## src/rtl/pbar_pkg.sv

```systemverilog
// Shared types and constants for the per-bit addend recoder.
package pbar_pkg;

  localparam int WORD_BITS_DEF = 32;
  localparam int IDX_IN_W      = 5;
  localparam int OPND_W        = 32;
  localparam int RES_W         = 32;
  localparam int REQ_W         = 2;
  localparam int IN_DATA_W     = 40;

  typedef enum logic [REQ_W-1:0] {
    REQ_WRITE = 2'd0,
    REQ_FWD   = 2'd1,
    REQ_INV   = 2'd2,
    REQ_NONE  = 2'd3
  } req_t;

  typedef enum logic [1:0] {
    ST_IDLE,
    ST_RUN,
    ST_HOLD
  } state_t;

endpackage

```

## src/rtl/per_bit_addend_recode.sv

```systemverilog
// Top level of the per-bit addend recoder: sequencer plus output register.
//
// Use: requests enter on the in_ stream. tuser carries the request kind
// (write addend, forward recode, inverse recode); tdata carries the table
// index and the operand. A write stores the operand as the addend of one
// bit position and gives no result. A forward request returns the word
// whose bit i is bit i of (x + addend i); an inverse request recovers x.
// Results leave on the out_ stream, one per recode request, in order.
// Throughput: one write per cycle while no recode is in progress. A recode
// walks the table in the sequencer (one table read and one adder pass per
// bit position, the table read port delivering one entry per cycle), then
// hands the word to the output register; the next request is taken only
// after the hand-off.
// Reset clears the valid bits of the table, so every addend reads as zero
// until written; no clearing pass is needed. When the receiver stalls, the
// result holds in the output register and the block still takes writes and
// one more recode, which then waits in the sequencer until the register frees.
module per_bit_addend_recode #(
  parameter int WORD_BITS = pbar_pkg::WORD_BITS_DEF
) (
  input  logic                           clk,
  input  logic                           rst_n,
  input  logic                           in_tvalid,
  output logic                           in_tready,
  // [4:0] bit_index, [36:5] operand, [39:37] zero
  input  logic [pbar_pkg::IN_DATA_W-1:0] in_tdata,
  // [1:0] req_type
  input  logic [pbar_pkg::REQ_W-1:0]     in_tuser,
  output logic                           out_tvalid,
  input  logic                           out_tready,
  // [31:0] result_word
  output logic [pbar_pkg::RES_W-1:0]     out_tdata
);
  import pbar_pkg::*;

  localparam int IDX_W = $clog2(WORD_BITS);

  logic             res_valid;
  logic             res_ready;
  logic [RES_W-1:0] res_word;
  logic             out_valid_r;
  logic [RES_W-1:0] out_data_r;

  pbar_seq #(
    .WORD_BITS(WORD_BITS),
    .IDX_W    (IDX_W)
  ) u_seq (
    .clk        (clk),
    .rst_n      (rst_n),
    .req_valid  (in_tvalid),
    .req_ready  (in_tready),
    .req_type   (req_t'(in_tuser)),
    .req_index  (in_tdata[IDX_IN_W-1:0]),
    .req_operand(in_tdata[IDX_IN_W+OPND_W-1:IDX_IN_W]),
    .res_valid  (res_valid),
    .res_ready  (res_ready),
    .res_word   (res_word)
  );

  assign res_ready = !out_valid_r || out_tready;

  always_ff @(posedge clk) begin
    if (!rst_n) begin
      out_valid_r <= 1'b0;
    end else if (res_ready) begin
      out_valid_r <= res_valid;
    end
  end

  always_ff @(posedge clk) begin
    if (res_valid && res_ready) begin
      out_data_r <= res_word;
    end
  end

  assign out_tvalid = out_valid_r;
  assign out_tdata  = out_data_r;

endmodule

```

## src/rtl/pbar_table.sv

```systemverilog
// Addend table: one synchronous memory with a registered read port and per-entry valid bits.
module pbar_table #(
  parameter int WORD_BITS = pbar_pkg::WORD_BITS_DEF,
  parameter int IDX_W     = $clog2(WORD_BITS)
) (
  input  logic                 clk,
  input  logic                 rst_n,
  input  logic                 wr_en,
  input  logic [IDX_W-1:0]     wr_addr,
  input  logic [WORD_BITS-1:0] wr_data,
  input  logic [IDX_W-1:0]     rd_addr,
  output logic [WORD_BITS-1:0] rd_data
);
  import pbar_pkg::*;

  logic [WORD_BITS-1:0] mem [WORD_BITS];
  logic [WORD_BITS-1:0] valid_r;
  logic [WORD_BITS-1:0] rd_data_r;
  logic                 rd_vld_r;

  always_ff @(posedge clk) begin
    if (wr_en) begin
      mem[wr_addr] <= wr_data;
    end
    rd_data_r <= mem[rd_addr];
  end

  // entries never written read as zero
  always_ff @(posedge clk) begin
    if (!rst_n) begin
      valid_r  <= '0;
      rd_vld_r <= 1'b0;
    end else begin
      if (wr_en) begin
        valid_r[wr_addr] <= 1'b1;
      end
      rd_vld_r <= valid_r[rd_addr];
    end
  end

  assign rd_data = rd_vld_r ? rd_data_r : '0;

endmodule

```

## src/rtl/pbar_seq.sv

```systemverilog
// Bit-serial sequencer: walks the table once per recode request and builds the result word.
module pbar_seq #(
  parameter int WORD_BITS = pbar_pkg::WORD_BITS_DEF,
  parameter int IDX_W     = $clog2(WORD_BITS)
) (
  input  logic                   clk,
  input  logic                   rst_n,
  input  logic                   req_valid,
  output logic                   req_ready,
  input  pbar_pkg::req_t         req_type,
  input  logic [pbar_pkg::IDX_IN_W-1:0] req_index,
  input  logic [pbar_pkg::OPND_W-1:0]   req_operand,
  output logic                   res_valid,
  input  logic                   res_ready,
  output logic [pbar_pkg::RES_W-1:0]    res_word
);
  import pbar_pkg::*;

  state_t               state_r, state_nxt;
  logic [IDX_W-1:0]     cnt_r;
  logic [WORD_BITS-1:0] mask_r;
  logic [WORD_BITS-1:0] op_r;
  logic [WORD_BITS-1:0] acc_r, acc_nxt;
  logic                 inv_r;

  logic                 accept;
  logic                 start;
  logic                 wr_en;
  logic [IDX_W-1:0]     rd_addr;
  logic [WORD_BITS-1:0] rd_data;
  logic [WORD_BITS-1:0] sum;
  logic [WORD_BITS-1:0] bits;

  assign accept = req_valid && req_ready;
  assign start  = accept && (req_type == REQ_FWD || req_type == REQ_INV);

  pbar_table #(
    .WORD_BITS(WORD_BITS),
    .IDX_W    (IDX_W)
  ) u_table (
    .clk    (clk),
    .rst_n  (rst_n),
    .wr_en  (wr_en),
    .wr_addr(IDX_W'(req_index)),
    .wr_data(WORD_BITS'(req_operand)),
    .rd_addr(rd_addr),
    .rd_data(rd_data)
  );

  always_comb begin
    state_nxt = state_r;
    unique case (state_r)
      ST_IDLE: if (start) state_nxt = ST_RUN;
      ST_RUN:  if (mask_r[WORD_BITS-1]) state_nxt = ST_HOLD;
      ST_HOLD: if (res_ready) state_nxt = ST_IDLE;
      default: state_nxt = ST_IDLE;
    endcase
  end

  always_comb begin
    req_ready = 1'b0;
    res_valid = 1'b0;
    wr_en     = 1'b0;
    rd_addr   = '0;
    unique case (state_r)
      ST_IDLE: begin
        req_ready = 1'b1;
        wr_en     = req_valid && req_type == REQ_WRITE &&
                    (32'(req_index) < 32'(WORD_BITS));
      end
      ST_RUN:  rd_addr = cnt_r;
      ST_HOLD: res_valid = 1'b1;
      default: ;
    endcase
  end

  // forward: bit i of (x + a_i); inverse: set bit i when (x_partial + a_i)[i] != w[i]
  always_comb begin
    sum     = (inv_r ? acc_r : op_r) + rd_data;
    bits    = inv_r ? (sum ^ op_r) : sum;
    acc_nxt = acc_r | (bits & mask_r);
  end

  always_ff @(posedge clk) begin
    if (!rst_n) begin
      state_r <= ST_IDLE;
    end else begin
      state_r <= state_nxt;
    end
  end

  always_ff @(posedge clk) begin
    if (start) begin
      op_r   <= WORD_BITS'(req_operand);
      inv_r  <= (req_type == REQ_INV);
      acc_r  <= '0;
      mask_r <= WORD_BITS'(1);
      cnt_r  <= IDX_W'(1);
    end else if (state_r == ST_RUN) begin
      acc_r  <= acc_nxt;
      mask_r <= mask_r << 1;
      cnt_r  <= cnt_r + IDX_W'(1);
    end
  end

  assign res_word = RES_W'(acc_r);

endmodule

```

## config.mk

```make
export PLATFORM = sky130hd
export DESIGN_NAME = per_bit_addend_recode
export DESIGN_NICKNAME = d
export VERILOG_FILES = /design/src/rtl/pbar_pkg.sv /design/src/rtl/per_bit_addend_recode.sv /design/src/rtl/pbar_table.sv /design/src/rtl/pbar_seq.sv
export SDC_FILE = /design/constraint.sdc
export NUM_CORES = 2
export LEC_CHECK = 0
export ABC_AREA = 0
export BUFFER_PORTS_ARGS = -buffer_cell sky130_fd_sc_hd__buf_2
export CORE_UTILIZATION = 55
export DETAILED_ROUTE_END_ITERATION = 10
export PLACE_DENSITY = 0.7
export RECOVER_POWER = 25
export SETUP_SLACK_MARGIN = 0.2
export SLEW_MARGIN = 20
export SYNTH_ARGS = -nofsm -noshare
export SYNTH_HDL_FRONTEND = slang
export SYNTH_SLANG_ARGS = --single-unit
```

## constraint.sdc

```tcl
create_clock -name clk -period 9.3 [get_ports clk]
set_clock_uncertainty 0.2 [all_clocks]
set_input_delay 1.395 -clock clk [delete_from_list [all_inputs] [get_ports clk]]
set_output_delay 1.395 -clock clk [all_outputs]
set_load 0.1 [all_outputs]
```

# Word-level counts from Yosys, hierarchy flattened
# Memory sizes are Yosys's and may differ from the RTL's. A register that Yosys moved wholly into a read port is not among the register bits.
# Cells that the tools add are included.
# op_classes
reduce_logical	11
n_bitwise	4
n_lt_le_gt_ge	3
n_addsub	2
n_mux	17
n_eq_ne	7
# ops
op	n
$mux 32	3
$or 32x32->32	2
$add 32x32->32	1
$and 32x32->32	1
$xor 32x32->32	1
$lt 5x6->1 const B	2
$mux 1	7
$mux 2	3
$pmux 2 s3	1
$add 5x1->5 const B	1
$bmux 1 s5	1
$demux 1 s5	1
$ge 5x1->1 const B	1
$logic_and 1x1->1	5
$mux 5	1
$eq 2x1->1 const B	2
$eq 2x2->1 const B	2
$logic_not 2->1	2
$ne 2x1->1 const B	2
$reduce_and 3->1	1
$logic_or 1x1->1	2
$ne 2x2->1 const B	1
$logic_not 1->1	1
# totals
ff_bits	170
in_bits	46
output_inout_bits	34
mem_count	1
ram_bits	1024
# mem_list
memory	depth	word_bits	rd	rd_clocked_by_memory_dff	wr	line_no	source
u_seq.u_table.mem	32	32	1	1	1	pbar_table.sv:16	logic [WORD_BITS-1:0] mem [WORD_BITS];

# Logic depth before layout (Yosys ltp)
# depth
depth_word	6
mapped_depth	14
mapped_depth_nobuf	12

# By module
# From an unflattened synthesis, not the netlist that was laid out.
# hier_totals
cells_unflattened	2400
area_unflattened_um2	48092.4
# by_module_without_submodules
mod	area_per_inst_um2	n_inst	seq_area_each_um2	cells_per_inst
pbar_table	40940.5	1	32050.7	1661
pbar_seq	6133.4	1	2412.3	702
per_bit_addend_recode	1018.5	1	980.9	37

# Worst setup path before layout
# OpenSTA, ideal clock, no wires.
# synth_path
path_kind	register -> register
startpoint	register u_seq.state_r[1]
endpoint	memory u_seq.u_table.mem[24][0] (netlist bit), enable pin
setup_slack_ns	4.985
arrival_time_ns	3.692
required_ns	8.677
stages_incl_launch_ff	6
cell_sequence	dfxtp_1 nor2_1 nand3_1 nor2_1 nand3_1 nor2_1
# synth_between
elab_chain_len	4
# synth_rtl
item	line_no	source
from (decl)	pbar_seq.sv:19	state_t state_r, state_nxt;
from (signal assigned)	pbar_seq.sv:88	state_r <= state_nxt;
$logic_not 2->1	pbar_seq.sv:65	unique case (state_r)
$mux 1	pbar_seq.sv:65	
$mux 1	pbar_table.sv:22	if (wr_en) begin
$mux 1 (implied by the code)	pbar_table.sv:23	mem[wr_addr] <= wr_data;
to (decl)	pbar_table.sv:16	
# Every way passes these cells.

# Worst setup path in the final report
# layout_path
startpoint	register u_seq.cnt_r[0]
endpoint	register u_seq.u_table.rd_data_r[6], read port of u_seq.u_table.mem
# layout_between
elab_chain_len	1
# layout_rtl
item	line_no	source
from (decl)	pbar_seq.sv:20	logic [IDX_W-1:0] cnt_r;
from (signal assigned)	pbar_seq.sv:102	cnt_r <= cnt_r + IDX_W'(1);
$mux 5	pbar_seq.sv:65	
to (decl)	pbar_table.sv:18	logic [WORD_BITS-1:0] rd_data_r;
# Every way passes these cells.
# A chain may end at the register's enable or synchronous reset.

==> impl_metrics.prom <==
# TYPE chip_impl_metric gauge
chip_impl_metric{name="net_count_after_synthesis",unit=""} 3432
chip_impl_info{name="cts_tree",value="built"} 1
chip_impl_metric{name="fin_setup_tns",unit="ps"} 0
chip_impl_metric{name="met2_usage",unit=""} 0.435
chip_impl_metric{name="post_synth_xor_area_fraction",unit=""} 0.0112
chip_impl_metric{name="critical_path.max_stage_delay",unit="ps"} 850
chip_impl_info{name="setup.worst_path.class",value="reg -> reg"} 1
chip_impl_info{name="ys.flop_type",value="edfxtp_1"} 1
chip_impl_metric{name="globalRouteTotalUtil",unit=""} 0.271
chip_impl_info{name="timing.critical_path.slowest_stage_cell",value="nand2b_2"} 1
chip_impl_info{name="hold_path.class",value="reg -> reg"} 1
chip_impl_metric{name="timing.critical_path.fanout_max",unit=""} 55
chip_impl_metric{name="power_density",unit="nW/um2"} 228
chip_impl_metric{name="initial_core_util",unit=""} 0.557
chip_impl_metric{name="power.static_leakage",unit="nW"} 18.8
chip_impl_metric{name="setup-violations-final",unit=""} 0
chip_impl_metric{name="drive_gt1_frac",unit=""} 0.143
chip_impl_info{name="synthDominantAreaCellType",value="edfxtp_1"} 1
chip_impl_metric{name="detail_route.wirelength",unit="um"} 124000
chip_impl_metric{name="inserted_clock_buffers",unit=""} 118
chip_impl_metric{name="drv.max_cap_violation_count",unit=""} 2
chip_impl_metric{name="cts_post_setup_buffers_inserted",unit=""} 0
chip_impl_metric{name="syn-cell-area",unit="um2"} 49400
chip_impl_metric{name="num_vias",unit=""} 29200
chip_impl_metric{name="antenna_violations_before_repair",unit=""} 11
chip_impl_metric{name="via_count_of_the_first_global_routing_pass",unit=""} 28600
chip_impl_info{name="top_usage_layer",value="met2"} 1
chip_impl_info{name="post_synth_most_frequent_cells",value="edfxtp_1 (1089), nand2_1 (379), mux2i_1 (229)"} 1
chip_impl_metric{name="required_time_of_the_worst_setup_path",unit="ps"} 9690
chip_impl_metric{name="grt_first_pass_wirelength",unit="um"} 181000
chip_impl_metric{name="post_cts_hold_buffer_count",unit=""} 0
chip_impl_metric{name="yosys.area_share.adder",unit=""} 0.00901
chip_impl_info{name="path_common_cell",value="buf_4"} 1
chip_impl_metric{name="tritoncts_num_sinks",unit=""} 1226
chip_impl_metric{name="seq_area_frac_synth",unit=""} 0.717
chip_impl_metric{name="synth_enable_flop_cells",unit=""} 1089
chip_impl_metric{name="synth_async_sr_flop_share",unit=""} 0
chip_impl_metric{name="port-buffer-count",unit=""} 76
chip_impl_metric{name="route.detailed.wl_per_inst",unit="um"} 26.6
chip_impl_info{name="post-synth-top-count-cell",value="edfxtp_1"} 1
chip_impl_metric{name="maxClockFrequency",unit="GHz"} 0.215
chip_impl_metric{name="floorplan.rows",unit=""} 109
chip_impl_metric{name="period_needed",unit="ps"} 4650
chip_impl_metric{name="power",unit="mW"} 12.6
chip_impl_metric{name="detail_route.drc_violations",unit=""} 6
chip_impl_metric{name="groute.layer.met1.usage",unit=""} 0.377
chip_impl_info{name="failed_checks",value="DRC, capacitance limit, slew limit"} 1
chip_impl_metric{name="worst_slew_pin_slew",unit="ps"} 1540
chip_impl_info{name="root_buffer",value="clkbuf_16"} 1
chip_impl_metric{name="clock_tree.htree_level_count",unit=""} 3
chip_impl_metric{name="max-clock-path-buffers",unit=""} 3
chip_impl_info{name="synthTopCellsByArea",value="edfxtp_1 (66%), dfxtp_1 (5.5%), mux2i_1 (4.6%)"} 1
chip_impl_metric{name="pre_cts_slack",unit="ps"} 4700
chip_impl_metric{name="detail-route-antenna-nets",unit=""} 0
chip_impl_metric{name="synth.avg_cell_area",unit="um2"} 14.7
chip_impl_metric{name="i_o_pin_cnt",unit=""} 80
chip_impl_metric{name="cts_repair_resize_count",unit=""} 0
chip_impl_metric{name="fin_nets",unit=""} 3469
chip_impl_metric{name="timing.max_slew.rel_slack",unit=""} -0.0258
chip_impl_metric{name="floorplan.core_area",unit="um2"} 88600
chip_impl_metric{name="detailedRoute.firstIterationViolations",unit=""} 3153
chip_impl_metric{name="clock_transition_time_at_the_flip_flop_clock_pins_of_the_worst_setup_and_hold_paths",unit="ps"} 60
chip_impl_metric{name="yosys_register_bits",unit=""} 1226
chip_impl_metric{name="chipHeight",unit="um"} 302
chip_impl_metric{name="grt_start_max_net_pins",unit=""} 101
chip_impl_metric{name="clock_latency_on_the_worst_skew_pair",unit="ps"} 700
chip_impl_metric{name="report.final.hold_viol_count",unit=""} 0
chip_impl_metric{name="timing.final.max_slew_violations",unit=""} 34
chip_impl_info{name="cell_chain_critical_path",value="buf_4, buf_4, nand2b_2, buf_4, o221ai_1, nand2_1, a41oi_1, mux2i_1"} 1
chip_impl_metric{name="areaGrowthSynthToFinish",unit="%"} 11.7
chip_impl_metric{name="diodes_inserted",unit=""} 0
chip_impl_metric{name="die_w",unit="um"} 302
chip_impl_metric{name="yosys_warnings",unit=""} 0
chip_impl_metric{name="gpl.final_weighted_congestion",unit=""} 0.860
chip_impl_metric{name="gate_count_after_technology_mapping",unit=""} 3351
chip_impl_info{name="synth_top_family_by_area",value="multiplexers"} 1
chip_impl_metric{name="die_area",unit="um2"} 91100
chip_impl_metric{name="finalWorstSetupSlack",unit="ps"} 4650
chip_impl_info{name="timing.critical_path.from_type",value="flop"} 1
chip_impl_metric{name="synth_compound_gate_area_share",unit=""} 0.0869
chip_impl_metric{name="crit_buf_inv",unit=""} 3
chip_impl_metric{name="via_per_inst",unit=""} 6.27
chip_impl_metric{name="mux_cell_area_share_after_synthesis",unit=""} 0.0910
chip_impl_metric{name="synthSimpleGateAreaFrac",unit=""} 0.0651
chip_impl_metric{name="hpwl",unit="um"} 69400
chip_impl_metric{name="groute.layer.met3.usage",unit=""} 0.0515
chip_impl_metric{name="drt_pre_antenna_iters",unit=""} 11
chip_impl_info{name="cp_top_family",value="buffers and inverters"} 1
chip_impl_metric{name="yosys.area.top_type_share",unit=""} 0.662
chip_impl_info{name="setup_repair_after_global_routing_missed_its_margin",value="false"} 1
chip_impl_metric{name="post_synth_num_cell_types",unit=""} 60
chip_impl_metric{name="timing.critical_path.arrival",unit="ps"} 5040
chip_impl_info{name="outcome",value="complete, but fails checks"} 1
chip_impl_metric{name="irDropWorstVdd",unit="mV"} 0.146
chip_impl_metric{name="final.period_utilization",unit=""} 0.500
chip_impl_metric{name="grt.overflow.total",unit=""} 0
chip_impl_info{name="critical_path.endpoint_type",value="flop"} 1
-- per-layer routing --
metal	vias up	routed length, um
met3	207	11700
li1	12900	-
met1	14700	49800
met5	-	63
met2	1393	59000
met4	10	3150
-- area by class of cell --
cell class / count / area, um2
inverters: 10 / 38.8
well taps: 1165 / 1460
flip-flops and latches: 1226 / 35500
repair buffers: 137 / 866
clock inverters: 55 / 547
fillers: 6365 / 33400
multi-input cells: 1895 / 13300
clock buffers: 171 / 3540
-- stage by stage --
stage          std cells  utilization  hold WS (ps)  area [um2]
2_1_floorplan       3351            -           224       49400
3_3_place_gp        4432        0.577           238       51100
3_5_place_dp        4433        0.577           245       51100
4_1_cts             4659        0.623           257       55200
5_1_grt             4659        0.623           275       55200
6_report            4659        0.623           254       55200
-- worst reg2reg max path: cells and delay by family, from the launching register on --
family | cells | cell delay [ps]
flip-flops | 1 | 720
multiplexers | 1 | 260
AO/OA/AOI/OAI | 2 | 330
AND/OR/NAND/NOR | 2 | 960
buffers and inverters | 3 | 2080
-- layout by cell type, fill, tap and decap left out, types with 17 or more instances in the layout --
master / count
nand2b_1: 38
edfxtp_1: 1089
clkinv_2: 30
o21ai_0: 177
mux4_2: 67
o21a_1: 37
xnor2_1: 44
clkbuf_1: 40
and3_1: 37
xor2_1: 19
nor2_4: 32
a21o_1: 17
nand3_1: 44
a31oi_1: 24
nand2_1: 375
o22ai_1: 32
a41oi_1: 32
buf_2: 58
clkbuf_8: 24
a211oi_1: 41
ha_1: 34
dfxtp_1: 135
a21oi_1: 225
clkbuf_16: 125
mux2i_1: 229
mux2_2: 62
buf_4: 57
o221ai_1: 66
and2_1: 31
nor2_1: 146
-- state kept, by name (all words and copies together), names as in the netlist --
register and flops:
u_seq.mask_r 32, u_seq.state_r 2, u_seq.u_table.rd_vld_r 1, u_seq.u_table.valid_r 32
u_seq.res_word 32, u_seq.u_table.mem 1024, u_seq.u_table.rd_data_r 32, out_tdata 32
u_seq.cnt_r 5, u_seq.op_r 32, out_tvalid 1, u_seq.inv_r 1
-- power by group --
part	leakage [nW]	internal [mW]	switching, mW
Clock	2.04	2.92	2.02
Sequential	10.9	6.06	0.113
Combinational	5.88	0.526	0.935
Total	18.8	9.50	3.07
-- cell families (layout without fill, tap and decap cells) --
kind of cell,Yosys count,count (layout)
adders and majority gates,35,35
AOI/OAI and AO/OA,694,694
buffers and inverters,230,373
muxes,358,358
and+or+nand+nor,745,745
xor gates and xnor gates,63,63
DFF,1226,1226
-- worst paths after layout --
path | from | endpoint | slack [ps] | cells after the start
max reg2reg | u_seq.cnt_r[0] | u_seq.u_table.rd_data_r[6] | 4650 | 8
max | u_seq.cnt_r[0] | u_seq.u_table.rd_data_r[6] | 4650 | 8
min | u_seq.mask_r[28] | u_seq.mask_r[28] | 250 | 2
min reg2reg | u_seq.mask_r[28] | u_seq.mask_r[28] | 250 | 2
Note: power is estimated with default switching activity, not from simulation.
